### config.mk
export PLATFORM = sky130hd
export DESIGN_NAME = arm32_instruction_decoder_unit
export DESIGN_NICKNAME = d
export VERILOG_FILES = /design/src/design/a32dec_pkg.sv /design/src/design/arm32_instruction_decoder_unit.sv
export SDC_FILE = /design/constraint.sdc
export NUM_CORES = 1
export LEC_CHECK = 0
export ABC_AREA = 1
export BUFFER_PORTS_ARGS = -buffer_cell sky130_fd_sc_hd__clkbuf_2
export CORE_AREA = 3 3 92 111
export CTS_BUF_LIST = sky130_fd_sc_hd__clkbuf_4 sky130_fd_sc_hd__clkbuf_8
export DETAILED_ROUTE_END_ITERATION = 7
export DIE_AREA = 0 0 95 114
export PLACE_DENSITY = 0.88
export SLEW_MARGIN = 20
export SYNTH_ARGS = -nofsm -noshare
export SYNTH_HDL_FRONTEND = slang
export SYNTH_SLANG_ARGS = --single-unit
### constraint.sdc
create_clock -name clk -period 13.41 [get_ports clk]
set_clock_uncertainty 0.05 [all_clocks]
set_input_delay 2.682 -clock clk [delete_from_list [all_inputs] [get_ports clk]]
set_output_delay 2.682 -clock clk [all_outputs]
set_load 0.01 [all_outputs]
### src/design/a32dec_pkg.sv
`timescale 1ns / 1ps
// ----------------------------------------------------------------------------
// ARM32 decoder package
// Group codes, flag bit positions, match patterns and the decoded result type
// shared by the ARM-state instruction decoder.
// ----------------------------------------------------------------------------
package a32dec_pkg;

    // Instruction groups, as presented on the group port.
    typedef enum logic [3:0] {
        GRP_INVALID  = 4'd0,
        GRP_DATAPROC = 4'd1,
        GRP_MUL      = 4'd2,
        GRP_MULL     = 4'd3,
        GRP_SWAP     = 4'd4,
        GRP_BX       = 4'd5,
        GRP_XFER     = 4'd6,
        GRP_HALF     = 4'd7,
        GRP_BLOCK    = 4'd8,
        GRP_BRANCH   = 4'd9,
        GRP_SWI      = 4'd10
    } grp_t;

    // Bit positions inside the flags field.
    localparam int unsigned FLAG_W    = 9;
    localparam int unsigned FB_SETC   = 0;
    localparam int unsigned FB_IMM    = 1;
    localparam int unsigned FB_PRE    = 2;
    localparam int unsigned FB_UP     = 3;
    localparam int unsigned FB_BYTE   = 4;
    localparam int unsigned FB_WB     = 5;
    localparam int unsigned FB_LOAD   = 6;
    localparam int unsigned FB_LINK   = 7;
    localparam int unsigned FB_SIGN   = 8;

    // Encoding patterns.
    localparam logic [21:0] BX_PATTERN   = 22'b0100101111111111110001;
    localparam logic [4:0]  OP_MULL      = 5'b00001;
    localparam logic [4:0]  OP_SWAP      = 5'b00010;
    localparam logic [4:0]  OP_MUL       = 5'b00000;
    localparam logic [3:0]  MUL_NIBBLE   = 4'b1001;
    localparam logic [1:0]  SWI_TOP      = 2'b11;

    // Major class, bits 27..26.
    localparam logic [1:0]  CLS_DP       = 2'b00;
    localparam logic [1:0]  CLS_XFER     = 2'b01;
    localparam logic [1:0]  CLS_BRANCH   = 2'b10;

    typedef struct packed {
        grp_t              group;
        logic [3:0]        condition;
        logic [3:0]        alu_opcode;
        logic [FLAG_W-1:0] flags;
        logic [3:0]        reg_d;
        logic [3:0]        reg_n;
        logic [3:0]        reg_m;
        logic [3:0]        reg_s;
        logic [1:0]        shift_kind;
        logic              shift_by_register;
        logic [4:0]        shift_amount;
        logic [31:0]       immediate;
    } decode_t;

endpackage

### src/design/arm32_instruction_decoder_unit.sv
`timescale 1ns / 1ps
// ----------------------------------------------------------------------------
// ARM32 instruction decoder unit
// Classifies one ARM-state word per cycle unless stalled and extracts its fields.
// ----------------------------------------------------------------------------
// Usage:
//   A request on the input channel (in_valid, in_stall, instruction) carries
//   one 32-bit instruction word. It is captured in an input register, decoded
//   by shallow field-extraction logic and stored in a result register that
//   drives the output channel (out_valid, out_stall and the decoded fields).
//   out_valid rises once an accepted request moves from the input register
//   into the result register, which a stalled output delays. Throughput is one
//   request per cycle for as long as the receiver does not stall; the only
//   logic of note between the registers is the 32-bit rotator of the
//   data-processing immediate.
//   When out_stall is high the result register holds its request; the input
//   register still takes one more request, and only then is in_stall raised.
//   in_stall depends on out_stall and on the two valid flags only.
//   Reset clears both valid flags, so the block comes up empty and ready.
//   Fields that a group does not use read as zero; an invalid word shows only
//   its condition.
// ----------------------------------------------------------------------------
module arm32_instruction_decoder_unit
    import a32dec_pkg::*;
(
    input  logic        clk,
    input  logic        rst_n,
    input  logic        in_valid,
    output logic        in_stall,
    input  logic [31:0] instruction,
    output logic        out_valid,
    input  logic        out_stall,
    output logic [3:0]  group,
    output logic [3:0]  condition,
    output logic [3:0]  alu_opcode,
    output logic [8:0]  flags,
    output logic [3:0]  reg_d,
    output logic [3:0]  reg_n,
    output logic [3:0]  reg_m,
    output logic [3:0]  reg_s,
    output logic [1:0]  shift_kind,
    output logic        shift_by_register,
    output logic [4:0]  shift_amount,
    output logic [31:0] immediate
);

    // Pipeline control.
    logic        s1_valid_reg;
    logic        s1_valid_next;
    logic [31:0] s1_word_reg;
    logic        out_valid_reg;
    logic        out_valid_next;
    decode_t     res_reg;
    logic        s2_ready;
    logic        s1_ready;
    logic        s1_load;
    logic        s2_load;

    // Decode signals.
    decode_t     dec;
    logic [31:0] w;
    logic        mul_pat;
    logic [4:0]  op_top;
    logic [31:0] rot_val;
    logic [4:0]  rot_amt;
    logic [63:0] rot_wide;

    // The result register can take a new request when it is empty or drains.
    assign s2_ready = !out_valid_reg || !out_stall;
    assign s2_load  = s1_valid_reg && s2_ready;
    assign s1_ready = !s1_valid_reg || s2_ready;
    assign s1_load  = in_valid && s1_ready;
    assign in_stall = !s1_ready;

    always_comb
    begin
        s1_valid_next = s1_valid_reg;
        if (s1_ready)
        begin
            s1_valid_next = in_valid;
        end
        out_valid_next = out_valid_reg;
        if (s2_ready)
        begin
            out_valid_next = s1_valid_reg;
        end
    end

    always_ff @(posedge clk or negedge rst_n)
    begin
        if (!rst_n)
        begin
            s1_valid_reg  <= 1'b0;
            out_valid_reg <= 1'b0;
        end
        else
        begin
            s1_valid_reg  <= s1_valid_next;
            out_valid_reg <= out_valid_next;
        end
    end

    always_ff @(posedge clk)
    begin
        if (s1_load)
        begin
            s1_word_reg <= instruction;
        end
        if (s2_load)
        begin
            res_reg <= dec;
        end
    end

    // Decode of the word held in the input register.
    assign w        = s1_word_reg;
    assign mul_pat  = (w[7:4] == MUL_NIBBLE);
    assign op_top   = w[27:23];
    // A rotate right by an even amount; a rotate of zero leaves the byte as is.
    assign rot_amt  = {w[11:8], 1'b0};
    assign rot_wide = {24'd0, w[7:0], 24'd0, w[7:0]} >> rot_amt;
    assign rot_val  = rot_wide[31:0];

    always_comb
    begin
        dec           = '0;
        dec.group     = GRP_INVALID;
        dec.condition = w[31:28];
        case (w[27:26])
            CLS_DP:
            begin
                if (mul_pat && (op_top == OP_MUL || op_top == OP_MULL))
                begin
                    dec.group          = (op_top == OP_MUL) ? GRP_MUL : GRP_MULL;
                    dec.flags[FB_LINK] = w[21];
                    dec.flags[FB_SETC] = w[20];
                    dec.flags[FB_SIGN] = (op_top == OP_MULL) && w[22];
                    dec.reg_d          = w[19:16];
                    dec.reg_n          = w[15:12];
                    dec.reg_s          = w[11:8];
                    dec.reg_m          = w[3:0];
                end
                else if (mul_pat && op_top == OP_SWAP && w[11:8] == 4'd0)
                begin
                    dec.group          = GRP_SWAP;
                    dec.flags[FB_BYTE] = w[22];
                    dec.reg_n          = w[19:16];
                    dec.reg_d          = w[15:12];
                    dec.reg_m          = w[3:0];
                end
                else if (!mul_pat && w[25:4] == BX_PATTERN)
                begin
                    dec.group = GRP_BX;
                    dec.reg_m = w[3:0];
                end
                else if (!w[25] && w[7] && w[4] && (w[22] || w[11:8] == 4'd0))
                begin
                    // Halfword and signed transfer; bit 22 picks the split
                    // immediate offset over the register offset.
                    dec.group          = GRP_HALF;
                    dec.flags[FB_PRE]  = w[24];
                    dec.flags[FB_UP]   = w[23];
                    dec.flags[FB_WB]   = w[21];
                    dec.flags[FB_LOAD] = w[20];
                    dec.flags[FB_IMM]  = w[22];
                    dec.reg_n          = w[19:16];
                    dec.reg_d          = w[15:12];
                    dec.shift_kind     = w[6:5];
                    if (w[22])
                    begin
                        dec.immediate = {24'd0, w[11:8], w[3:0]};
                    end
                    else
                    begin
                        dec.reg_m = w[3:0];
                    end
                end
                else
                begin
                    dec.group          = GRP_DATAPROC;
                    dec.alu_opcode     = w[24:21];
                    dec.flags[FB_SETC] = w[20];
                    dec.flags[FB_IMM]  = w[25];
                    dec.reg_n          = w[19:16];
                    dec.reg_d          = w[15:12];
                    if (w[25])
                    begin
                        dec.immediate = rot_val;
                    end
                    else
                    begin
                        dec.shift_kind        = w[6:5];
                        dec.shift_by_register = w[4];
                        dec.shift_amount      = w[4] ? {1'b0, w[11:8]} : w[11:7];
                        dec.reg_m             = w[3:0];
                    end
                end
            end
            CLS_XFER:
            begin
                dec.group          = GRP_XFER;
                dec.flags[FB_IMM]  = !w[25];
                dec.flags[FB_PRE]  = w[24];
                dec.flags[FB_UP]   = w[23];
                dec.flags[FB_BYTE] = w[22];
                dec.flags[FB_WB]   = w[21];
                dec.flags[FB_LOAD] = w[20];
                dec.reg_n          = w[19:16];
                dec.reg_d          = w[15:12];
                if (w[25])
                begin
                    dec.shift_kind        = w[6:5];
                    dec.shift_by_register = w[4];
                    dec.shift_amount      = w[4] ? {1'b0, w[11:8]} : w[11:7];
                    dec.reg_m             = w[3:0];
                end
                else
                begin
                    dec.immediate = {20'd0, w[11:0]};
                end
            end
            CLS_BRANCH:
            begin
                if (w[25])
                begin
                    // Word offset, sign-extended from bit 25 after the shift.
                    dec.group          = GRP_BRANCH;
                    dec.flags[FB_LINK] = w[24];
                    dec.immediate      = {{6{w[23]}}, w[23:0], 2'b00};
                end
                else
                begin
                    dec.group          = GRP_BLOCK;
                    dec.flags[FB_PRE]  = w[24];
                    dec.flags[FB_UP]   = w[23];
                    dec.flags[FB_BYTE] = w[22];
                    dec.flags[FB_WB]   = w[21];
                    dec.flags[FB_LOAD] = w[20];
                    dec.reg_n          = w[19:16];
                    dec.immediate      = {16'd0, w[15:0]};
                end
            end
            default:
            begin
                // Coprocessor space is invalid; only the software interrupt
                // is recognised here.
                if (w[25:24] == SWI_TOP)
                begin
                    dec.group = GRP_SWI;
                end
            end
        endcase
    end

    // Outputs.
    assign out_valid         = out_valid_reg;
    assign group             = res_reg.group;
    assign condition         = res_reg.condition;
    assign alu_opcode        = res_reg.alu_opcode;
    assign flags             = res_reg.flags;
    assign reg_d             = res_reg.reg_d;
    assign reg_n             = res_reg.reg_n;
    assign reg_m             = res_reg.reg_m;
    assign reg_s             = res_reg.reg_s;
    assign shift_kind        = res_reg.shift_kind;
    assign shift_by_register = res_reg.shift_by_register;
    assign shift_amount      = res_reg.shift_amount;
    assign immediate         = res_reg.immediate;

    // The input side only stalls while the input register holds a request.
    a_stall_only_when_full: assert property (@(posedge clk) disable iff (!rst_n)
        in_stall |-> s1_valid_reg)
        else $error("input stalled with an empty input register");

    // A request leaving the input register shows up on the output next cycle.
    a_advance_to_output: assert property (@(posedge clk) disable iff (!rst_n)
        (s1_valid_reg && s2_ready) |=> out_valid)
        else $error("request lost between input and result register");

    // Only data processing carries an ALU opcode.
    a_alu_only_dataproc: assert property (@(posedge clk) disable iff (!rst_n)
        (out_valid && group != GRP_DATAPROC) |-> (alu_opcode == 4'd0))
        else $error("ALU opcode set outside data processing");

    // Invalid words and software interrupts carry nothing but the condition.
    a_bare_groups: assert property (@(posedge clk) disable iff (!rst_n)
        (out_valid && (group == GRP_INVALID || group == GRP_SWI))
        |-> (flags == 9'd0 && immediate == 32'd0 && reg_d == 4'd0 && reg_n == 4'd0))
        else $error("fields set for an invalid or software interrupt word");

endmodule
==> summary.md <==
• complete, no violations — status
• 0 — Ys Warns
• done — clock tree from TritonCTS
• 34.2% — Max-Slew Margin vs Limit
• met2 — most utilized layer in the global route result
• 10750 ps — worst reg2reg setup slack
• 0.170 GHz — peak clock frequency supported by timing
• 111 — TritonCTS Sinks
• 3170 ps — worst endpoint data arrival time
• 60.0% — Synth top area share
• edfxtp_1 — predominant post-synthesis flop cell
• flip-flop to flip-flop — hold crit path type
• 2 — number of buffers on the longest clock path
• 111 — flop and latch count out of synthesis
• 2 — highest net fanout along the worst path
• 14.5% — Layout area overhead
• 0 — number of antenna violations at the first check in global routing
• 0.765 mW — overall power
• 0.0802 mV — Max IR drop VDD
• 5460 sq um — combined area of all synthesized cells
• input pin to output pin — worst setup path class
• 7510 ps — setup ws final
• 3 — total number of H-tree levels
• 7 — FF-to-FF path depth
• 0 — final number of setup-violating endpoints
• 15400 um — total wirelength of the detailed-routed design
• 39 — Synth cell types
• 9180 sq um — core area
• 0 — remaining routing DRC violations
• 0 — buffer count from post-CTS setup fixing
• false — setup repair after global routing missed its margin
• output pin — kind of end point of the critical path
• s1_word_reg[28] — Worst Hold Launch
• 6.60% — met3 routing resource usage after global routing
• 45.9% — met2 Resource Use GR
• 90 ps — clock edge transition at the registers on the reported setup and hold paths
• 4702 — detailed-route via count
• out_stall — critical path launch point
• 114 — IO buf count
• in_stall — worst setup path end
• 0 — max-cap viol count
• 0 — cts-stage hold buffer count
• 2.64 nW — reported leakage power
• immediate[19] — r2r endpoint
• 783 — number of cells in the finished layout apart from fillers
• 59.5% — initial core utilization
• 499 — drt first-iter violations
• 19.6 um — Wirelength per Cell
• 23.5% — fraction of final layout cells sized beyond drive strength 1
• 557 — Post-Syn Instances
• 7510 ps — worst-case setup slack after placement
• 769 — number of placed instances with taps included
• clkbuf_8 — CTS Root Cell
• 0 — Gates resized, CTS repair
• edfxtp_1 60%, nand2_1 9.4%, nand3_1 4.2%, o21ai_0 3.9%, nor2_1 3.8% — dominant cells by area after synthesis
• 6.01 — vias per cell
• 698 — Filler cells
• nand2_1 — cell with the most instances after synthesis
• 6 — First-pass DRT Iterations
• 78 — maximum number of pins on one net before global-route repair
• 0 — Fin. Hold Viols
• 44.0% — portion of the clock cycle consumed by the worst path in the final layout
• 38 — Site Rows
• 60.9% — proportion of synthesized chip area in sequential cells
• 68.1% — Post-Route Utilization
• input pin — Setup crit start kind
• s1_word_reg[8] — r2r startpoint
• 109 — EDFF count, synth
• 5900 ps — Min Clock Period, post-route
• 0.975 — GP Congestion
• 136 x nand2_1, 109 x edfxtp_1, 55 x nor2_1 — Post-synth top cells
• 0 ps — final total negative setup slack
• 95 um — DIE WIDTH
• 38.6% — met1 capacity usage during global routing
• 0 — Detail Route Antenna Nets
• 0 — count of inserted antenna diode cells
• 987 ps — transition at the pin with the smallest max-transition slack
• 29.6% — GRT Total Usage
• 11200 um — post-detail-place hpwl
• 0 — total gr overflow
• 23400 um — first-pass GRT wire length
• 9 — total CTS buffers
• 115 — IO Pins
• edfxtp_1 — cell type with the highest aggregate area in the netlist
• 114 um — die outline height
• 3320 sq um — sequential cell area
• 10680 ps — CP required
• 593 — net count after synthesis
• 696 — number of nets in the finished design
• 1820 sq um — multi-input combinational cell area
• 4372 — via count of the first global-routing pass
• 122 nW/um^2 — power density over the cells
• 1.80% — share of async-settable or async-resettable flops after synthesis
• 10800 sq um — Total Die Area
• 0 — Pins Over Slew Limit
• 9.80 sq um — syn avg cell area
• 370 ps — Clock Latency Late Sink
critical path, cell delays in order:
cell	delay [ps]
clkbuf_2	110
nand2_1	80
nor2_1	140
clkbuf_2	150
report_power, final:
group | internal (mW) | leakage (nW) | switching (mW)
logic | 0.0401 | 1.47 | 0.0917
clock network | 0.0858 | 0.0853 | 0.102
registers | 0.424 | 1.09 | 0.0206
total | 0.550 | 2.64 | 0.214
cell type report:
cell class,instances,area share (%)
inverter,47,2.84
multi-input combinational,373,29.1
timing repair buffer,118,9.61
tap,120,2.40
sequential,111,53.2
clock buffer,10,2.10
clock inverter,4,0.780
cell usage in the layout (no fill, tap or decap), types with 4 or more instances in the layout:
cell type	synthesis	layout
nand2_1	136	136
clkbuf_2	0	114
edfxtp_1	109	109
nor2_1	55	55
nand3_1	46	46
o21ai_0	43	43
inv_1	37	36
nand4_1	22	22
a21oi_1	20	19
o22ai_1	10	10
clkbuf_8	0	9
inv_2	7	8
a31oi_1	4	4
a22oi_1	4	4
o21ai_1	4	4
o21bai_1	4	4
buf_4	5	4
worst min-delay path by stage:
stage / end / slack, ps / cells after the start
finish: condition[0] / 370 / 0
detailed placement: condition[0] / 360 / 0
global route: condition[0] / 390 / 0
CTS: condition[0] / 380 / 0
floorplan: condition[0] / 350 / 0
global placement: condition[0] / 350 / 0
through the flow:
stage	instance area [sq um]	hold slack, ps
3_3_place_gp	6070	352
3_5_place_dp	6070	356
4_1_cts	6250	378
6_report	6250	375
5_1_grt	6250	392
2_1_floorplan	5460	350
layer usage:
layer	vias to the layer above	share of wire [%]
li1	2153	-
met1	2173	38
met2	318	47
met3	58	10
met4	0	5.2
met5	-	0
kinds of logic (layout without fill, tap and decap cells):
kind of cell	after synthesis	in the layout	synth area share [%]
AND/OR/NAND/NOR	276	276	23.0
flip-flops	111	111	60.9
AO/OA/AOI/OAI	97	97	10.1
buffers and inverters	73	179	5.98
Note: power is estimated with default switching activity, not from simulation.
